--- config.mk ---
export PLATFORM = sky130hd
export DESIGN_NAME = ramp_sweep_pulse_qualifier_top
export DESIGN_NICKNAME = d
export VERILOG_FILES = /design/src/rtl/rspq_pkg.sv /design/src/rtl/rspq_pulse_track.sv /design/src/rtl/ramp_sweep_pulse_qualifier_top.sv
export SDC_FILE = /design/constraint.sdc
export NUM_CORES = 1
export LEC_CHECK = 0
export ABC_AREA = 0
export BUFFER_PORTS_ARGS = -buffer_cell sky130_fd_sc_hd__buf_2
export CORE_UTILIZATION = 65
export DETAILED_ROUTE_END_ITERATION = 6
export PLACE_DENSITY = 0.84
export SYNTH_ARGS = -nofsm -noshare
export SYNTH_HDL_FRONTEND = slang
export SYNTH_SLANG_ARGS = --single-unit
--- constraint.sdc ---
create_clock -name clk -period 18.55 [get_ports clk]
set_input_delay 0 -clock clk [delete_from_list [all_inputs] [get_ports clk]]
set_output_delay 0 -clock clk [all_outputs]
set_load 0.02 [all_outputs]
--- src/rtl/rspq_pkg.sv ---
`default_nettype none
package rspq_pkg;

  localparam int SAMPLE_BITS = 12;
  localparam int SAMPLE_W    = 12;
  localparam int RAMP_W      = 12;
  localparam int CNT_W       = 8;
  localparam int CMD_W       = 2;
  localparam int CFG_IDX_W   = 3;
  localparam int CFG_DATA_W  = 12;

  localparam logic [SAMPLE_W-1:0] SAMPLE_MASK =
    SAMPLE_W'((33'd1 << SAMPLE_BITS) - 33'd1);
  localparam logic [RAMP_W-1:0] RAMP_MAX = '1;
  localparam logic [CNT_W-1:0]  CNT_MAX  = '1;

  localparam logic [SAMPLE_W-1:0] TRIGGER_RST   = 12'd2048;
  localparam logic [SAMPLE_W-1:0] VALID_AMP_RST = 12'd3000;
  localparam logic [CNT_W-1:0]    ALARM_LIM_RST = 8'd20;
  localparam logic [RAMP_W-1:0]   WIDTH_LIM_RST = 12'd420;
  localparam logic [RAMP_W-1:0]   RAMP_LOW_RST  = 12'd400;
  localparam logic [RAMP_W-1:0]   RAMP_HIGH_RST = 12'd1600;
  localparam logic [CNT_W-1:0]    RAMP_STEP_RST = 8'd5;

  typedef enum logic [CMD_W-1:0] {
    CMD_TICK  = 2'd0,
    CMD_START = 2'd1,
    CMD_STOP  = 2'd2,
    CMD_CLEAR = 2'd3
  } cmd_t;

  typedef enum logic [CFG_IDX_W-1:0] {
    REG_TRIGGER   = 3'd0,
    REG_VALID_AMP = 3'd1,
    REG_ALARM_LIM = 3'd2,
    REG_WIDTH_LIM = 3'd3,
    REG_RAMP_LOW  = 3'd4,
    REG_RAMP_HIGH = 3'd5,
    REG_RAMP_STEP = 3'd6
  } cfg_idx_t;

  typedef enum logic [1:0] {
    PH_WAIT  = 2'd0,
    PH_PULSE = 2'd1,
    PH_ENDED = 2'd2,
    PH_SPARE = 2'd3
  } phase_t;

  typedef struct packed {
    phase_t                phase;
    logic [SAMPLE_W-1:0]   peak;
    logic [RAMP_W-1:0]     start;
    logic [RAMP_W-1:0]     stop;
  } pulse_t;

  typedef struct packed {
    logic [SAMPLE_W-1:0] trigger;
    logic [SAMPLE_W-1:0] valid_amp;
    logic [RAMP_W-1:0]   width_lim;
  } track_cfg_t;

endpackage
`default_nettype wire

--- src/rtl/rspq_pulse_track.sv ---
`default_nettype none
module rspq_pulse_track
  import rspq_pkg::*;
(
  input  wire pulse_t              pulse_in,
  input  wire track_cfg_t          cfg,
  input  wire logic [SAMPLE_W-1:0] sample,
  input  wire logic [RAMP_W-1:0]   ramp,
  output pulse_t                   pulse_out,
  output logic                     good
);

  logic [RAMP_W-1:0] width;

  always_comb begin
    pulse_out = pulse_in;
    case (pulse_in.phase)
      PH_WAIT: begin
        if (sample > cfg.trigger) begin
          pulse_out.phase = PH_PULSE;
          pulse_out.start = ramp;
          if (sample > pulse_in.peak) begin
            pulse_out.peak = sample;
          end
        end
      end
      PH_PULSE: begin
        if (sample > pulse_in.peak) begin
          pulse_out.peak = sample;
        end else if (sample < cfg.trigger) begin
          pulse_out.phase = PH_ENDED;
          pulse_out.stop  = ramp;
        end
      end
      default: ;
    endcase
  end

  // width uses the tracked edges of this same tick
  always_comb begin
    if (pulse_out.stop >= pulse_out.start) begin
      width = pulse_out.stop - pulse_out.start;
    end else begin
      width = pulse_out.start - pulse_out.stop;
    end
    good = (pulse_out.peak > cfg.valid_amp) && (pulse_out.phase == PH_ENDED) &&
           (width < cfg.width_lim);
  end

endmodule
`default_nettype wire

--- src/rtl/ramp_sweep_pulse_qualifier_top.sv ---
`default_nettype none
// Ramp sweep pulse qualifier. Each input item is a command (tick with sample, start,
// stop, clear alarm) and yields exactly one result item carrying the ramp level, the
// sweep-end and pulse-good flags, the sticky alarm, the detect flag and the miss count.
// For every item the state update and the result are computed in one pass of compare
// and add logic and the result lands in an output register, so one item per cycle is
// sustained as long as the result side keeps taking items. The user must write registers
// through the cfg port only while no item is in flight; the block does not enforce it.
module ramp_sweep_pulse_qualifier_top
  import rspq_pkg::*;
(
  input  wire logic                  clk,
  input  wire logic                  rst_n,
  input  wire logic                  cfg_valid,
  output logic                       cfg_ready,
  input  wire logic [CFG_IDX_W-1:0]  cfg_index,
  input  wire logic [CFG_DATA_W-1:0] cfg_data,
  input  wire logic                  in_tvalid,
  output logic                       in_tready,
  input  wire logic [15:0]           in_tdata,  // [11:0] sample, [15:12] zero
  input  wire logic [CMD_W-1:0]      in_tuser,  // [1:0] cmd
  output logic                       out_tvalid,
  input  wire logic                  out_tready,
  // [11:0] ramp_level, [12] sweep_end, [13] pulse_good, [14] alarm,
  // [15] air_detected, [23:16] miss_count
  output logic [23:0]                out_tdata
);

  logic [SAMPLE_W-1:0] trigger_r, valid_amp_r;
  logic [CNT_W-1:0]    alarm_lim_r, ramp_step_r;
  logic [RAMP_W-1:0]   width_lim_r, ramp_low_r, ramp_high_r;

  logic                enabled_r, enabled_nxt;
  logic                down_r, down_nxt;
  logic                alarm_r, alarm_nxt;
  logic [RAMP_W-1:0]   ramp_r, ramp_nxt;
  pulse_t              pulse_r, pulse_nxt, pulse_trk;
  logic [CNT_W-1:0]    miss_r, miss_nxt;
  logic [CNT_W-1:0]    detect_r, detect_nxt;

  logic                out_valid_r;
  logic [23:0]         out_data_r, out_data_nxt;

  logic                in_acc;
  cmd_t                cmd;
  logic [SAMPLE_W-1:0] sample;
  logic                good, ended, good_nxt;
  logic [RAMP_W:0]     ramp_up;
  track_cfg_t          tcfg;

  assign cfg_ready  = 1'b1;
  assign in_tready  = !out_valid_r || out_tready;
  assign in_acc     = in_tvalid && in_tready;
  assign out_tvalid = out_valid_r;
  assign out_tdata  = out_data_r;

  assign cmd    = cmd_t'(in_tuser);
  assign sample = in_tdata[SAMPLE_W-1:0] & SAMPLE_MASK;

  assign tcfg.trigger   = trigger_r;
  assign tcfg.valid_amp = valid_amp_r;
  assign tcfg.width_lim = width_lim_r;

  rspq_pulse_track u_track (
    .pulse_in  (pulse_r),
    .cfg       (tcfg),
    .sample    (sample),
    .ramp      (ramp_r),
    .pulse_out (pulse_trk),
    .good      (good)
  );

  always_ff @(posedge clk) begin
    if (!rst_n) begin
      trigger_r   <= TRIGGER_RST;
      valid_amp_r <= VALID_AMP_RST;
      alarm_lim_r <= ALARM_LIM_RST;
      width_lim_r <= WIDTH_LIM_RST;
      ramp_low_r  <= RAMP_LOW_RST;
      ramp_high_r <= RAMP_HIGH_RST;
      ramp_step_r <= RAMP_STEP_RST;
    end else if (cfg_valid && cfg_ready) begin
      case (cfg_idx_t'(cfg_index))
        REG_TRIGGER:   trigger_r   <= cfg_data[SAMPLE_W-1:0];
        REG_VALID_AMP: valid_amp_r <= cfg_data[SAMPLE_W-1:0];
        REG_ALARM_LIM: alarm_lim_r <= cfg_data[CNT_W-1:0];
        REG_WIDTH_LIM: width_lim_r <= cfg_data[RAMP_W-1:0];
        REG_RAMP_LOW:  ramp_low_r  <= cfg_data[RAMP_W-1:0];
        REG_RAMP_HIGH: ramp_high_r <= cfg_data[RAMP_W-1:0];
        REG_RAMP_STEP: ramp_step_r <= cfg_data[CNT_W-1:0];
        default: ;
      endcase
    end
  end

  assign ramp_up = {1'b0, ramp_r} + {{(RAMP_W + 1 - CNT_W){1'b0}}, ramp_step_r};

  always_comb begin
    enabled_nxt = enabled_r;
    down_nxt    = down_r;
    alarm_nxt   = alarm_r;
    ramp_nxt    = ramp_r;
    pulse_nxt   = pulse_r;
    miss_nxt    = miss_r;
    detect_nxt  = detect_r;
    ended       = 1'b0;
    good_nxt    = 1'b0;
    case (cmd)
      CMD_START: begin
        pulse_nxt.peak  = sample;
        pulse_nxt.phase = PH_WAIT;
        miss_nxt        = '0;
        enabled_nxt     = 1'b1;
        down_nxt        = 1'b0;
        ramp_nxt        = ramp_low_r;
      end
      CMD_STOP:  enabled_nxt = 1'b0;
      CMD_CLEAR: alarm_nxt   = 1'b0;
      default: begin
        if (enabled_r) begin
          pulse_nxt = pulse_trk;
          if (!down_r && ramp_r < ramp_high_r) begin
            ramp_nxt = ramp_up[RAMP_W] ? RAMP_MAX : ramp_up[RAMP_W-1:0];
          end else if (down_r && ramp_r > ramp_low_r) begin
            ramp_nxt = (ramp_r >= RAMP_W'(ramp_step_r)) ? ramp_r - RAMP_W'(ramp_step_r)
                                                       : '0;
          end else begin
            // turning point: judge the sweep, then start a fresh one
            ended    = 1'b1;
            good_nxt = good;
            down_nxt = !down_r;
            if (good) begin
              miss_nxt   = '0;
              detect_nxt = '0;
            end else if (miss_r < alarm_lim_r) begin
              miss_nxt = miss_r + CNT_W'(1);
            end else begin
              if (detect_r != CNT_MAX) begin
                detect_nxt = detect_r + CNT_W'(1);
              end
              alarm_nxt = 1'b1;
            end
            pulse_nxt.peak  = sample;
            pulse_nxt.start = '0;
            pulse_nxt.stop  = '0;
            pulse_nxt.phase = PH_WAIT;
          end
        end
      end
    endcase
    out_data_nxt = {miss_nxt, (detect_nxt != '0), alarm_nxt, good_nxt, ended, ramp_nxt};
  end

  always_ff @(posedge clk) begin
    if (!rst_n) begin
      enabled_r   <= 1'b0;
      down_r      <= 1'b0;
      alarm_r     <= 1'b0;
      ramp_r      <= RAMP_LOW_RST;
      pulse_r     <= '{phase: PH_WAIT, peak: '0, start: '0, stop: '0};
      miss_r      <= '0;
      detect_r    <= '0;
      out_valid_r <= 1'b0;
    end else begin
      if (in_acc) begin
        enabled_r <= enabled_nxt;
        down_r    <= down_nxt;
        alarm_r   <= alarm_nxt;
        ramp_r    <= ramp_nxt;
        pulse_r   <= pulse_nxt;
        miss_r    <= miss_nxt;
        detect_r  <= detect_nxt;
        out_valid_r <= 1'b1;
      end else if (out_tready) begin
        out_valid_r <= 1'b0;
      end
    end
  end

  always_ff @(posedge clk) begin
    if (in_acc) begin
      out_data_r <= out_data_nxt;
    end
  end

endmodule
`default_nettype wire

==> results.cfg <==
[status]
status = finished clean

[critical_path]
crit_path_max_incr_delay_ns = 1.21
rrSetupSlack_ns = 8.94
critPathMaxFanout = 17
cpMaxStageDelayCell = o21ai_1
cp.required_ns = 18.74
startpoint_type = register
end_kind = register
critPathArrivalTime_ns = 9.80
critPathKind = reg2reg

[sta]
timing.fmax_mhz = 104.1
rsz0062_at_grt = false
fin_setup_tns_ns = 0
setup_viol = 0
slew_headroom = 0.1158
worstMarginPinSlew_ns = 1.326
whs_ns = 0.1033
drv_slew = 0
finalHoldViolations = 0
skew_ns = 0.01524
fin_crit_sh = 0.5180
post-route-min-period_ns = 9.609

[floorplan]
core_sq_um = 17300
io_pins = 65
die_area_sq_um = 18250
die_h_um = 135.1
start_util = 0.6658
fp-row-count = 48
die_w_um = 135.1

[global_route]
grt_pass1_wl_um = 50890
grt_max_degree = 99
antenna_found_initial = 0
grt_pass1_vias = 10261
grt_use_total = 0.3561
overflow = 0

[synthesis]
synth_cells = 1436
synthXorXnorAreaFrac = 0.01293
postSynthAreaPerCell_sq_um = 8.020
synth_commonest_cells = nand2_1 (208), a21oi_1 (147), dfxtp_1 (146)
yosys-top-cells-area = dfxtp_1 (25%), ha_1 (13%), nand2_1 (6.8%)
yosysTopAreaCellShare = 0.2538
yosys.area_share.simple = 0.1934
synth_enable_flop_cells = 24
async_reset_ff_frac = 0
ys_seq_area_frac = 0.3164
yosysTopAreaCell = dfxtp_1
synth_top_family_by_area = compound AO/OA/AOI/OAI gates
yosys_warnings = 0
yosysMostFrequentCell = nand2_1
synth_fa_ha_area_frac = 0.1391
synth-compound-area-share = 0.2193
synth_nets = 1598
ys.flop_type = dfxtp_1
syn-cell-area_sq_um = 11520
ys_ff_latch = 170
ys_types = 78
synthMuxAreaShare = 0.05498

[detailed_routing]
drtAntennaViolNets = 0
wirelength_um = 31580
dr.pass1.iters = 5
drt_iter0_drc = 1169
num_vias = 10850
routedWlPerCell_um = 18.26
viasPerCell = 6.275
drc = 0

[clock_network]
cts_root_buf = clkbuf_16
clockBufferDepth = 2
cts_resized = 0
clk_pin_slew_ns = 0.07
clock_latency_ns = 0.44
htree_levels = 4
cts_sinks = 170
numCtsBuffers = 17
post_cts_buffers = 0
cts_tree = yes

[place]
dpl.hpwl_um = 21800
place_congestion = 0.9630
place_area_sq_um = 11940
dpl.cell_count = 1672
numPortBuffers = 59

[hold_path]
hold_class = in2reg

[power]
ir_drop_mv = 0.06620
power.leakage_nw = 5.123
power_density_nw_per_um2 = 75.32

[final_layout]
instances_no_fill = 1729
fin_nets = 1653
antenna_cells = 0
fin_area_sq_um = 12810
fin_util = 0.7409
area_growth_pct = 11.28
layout-drive-gt1-share = 0.1004

[job]
drv_cap = 0
cells by family (layout without fill, tap and decap cells):
kind of cell,count (synthesis),count (layout)
fa+ha+maj,126,126
xor+xnor,17,17
compound gates,389,389
other cells,1,1
simple gates,482,482
flops,170,170
mux,58,58
buf+inv,193,261
cell usage in the layout (no fill, tap or decap), types with 25 or more instances in the layout:
master | synthesis | final
dfxtp_1 | 146 | 146
mux2_2 | 31 | 31
o211ai_1 | 27 | 27
o21ai_0 | 27 | 27
o21ai_1 | 34 | 34
buf_2 | 1 | 59
nand2_1 | 208 | 208
a21oi_1 | 147 | 147
ha_1 | 120 | 120
dlygate4sd3_1 | 0 | 25
nand3_1 | 47 | 47
nor2_1 | 97 | 97
nor3_1 | 27 | 27
inv_1 | 131 | 131
where the power goes:
group          internal, mW  leakage, nW  switching [mW]
Clock                 0.212        0.305           0.160
Combinational        0.0776         3.39           0.119
Sequential            0.385         1.42          0.0116
Total                 0.675         5.12           0.291
final timing paths:
check,cells past startpoint,startpoint,end
worst min register to register,2,width_lim_r[1],width_lim_r[1]
worst min-delay path,4,in_tuser[0],enabled_r
worst max register to register,30,trigger_r[3],out_tdata[17]
worst max-delay path,30,trigger_r[3],out_tdata[17]
flip-flops by register name, summed over array words and instances, names as in the netlist, 8 cells and up:
| signal | cells |
|---|---|
| alarm_lim_r | 8 |
| detect_r | 8 |
| miss_r | 8 |
| out_tdata | 24 |
| pulse_r | 38 |
| ramp_high_r | 12 |
| ramp_low_r | 12 |
| ramp_r | 12 |
| ramp_step_r | 8 |
| trigger_r | 12 |
| valid_amp_r | 12 |
| width_lim_r | 12 |
cell type report:
| class | count | area (sq um) |
|---|---|---|
| multi-input cells | 1073 | 7139 |
| repair buffers | 94 | 620.6 |
| fillers | 1335 | 4482 |
| flip-flops and latches | 170 | 3643 |
| well taps | 225 | 281.5 |
| clock buffers | 21 | 503.0 |
| clock inverters | 11 | 118.9 |
| inverters | 135 | 508.0 |
through the flow:
stage               power [mW]  setup slack, ns
finish                  0.9653            8.941
CTS                     0.9625            9.185
global route             1.002            8.362
global placement        0.5842            9.446
detailed placement      0.5900            9.353
floorplan               0.5386            11.66
critical path, delay by kind of cell (launching register included):
family	cells	cell delay [ns]
buffers and inverters	3	0.32
muxes	2	0.85
AOI/OAI and AO/OA	13	4.65
DFF	1	0.33
xor gates and xnor gates	1	0.18
adders and majority gates	4	0.96
and+or+nand+nor	7	2.05
routing by layer:
layer  up-vias  track usage  share of wire  wire [um]
met2       456       0.5858           0.47      14820
li1       5192            -              -          -
met3        69      0.05781          0.071       2248
met5         -            0              0          0
met1      5133       0.4682           0.43      13550
met4         0       0.1348          0.030        953
repair_timing:
action / in CTS / in global routing
hold endpoints to repair: 87 / 0
hold buffers: 25 / 0
setup endpoints to repair: 0 / 0
Note: power is estimated with default switching activity, not from simulation.
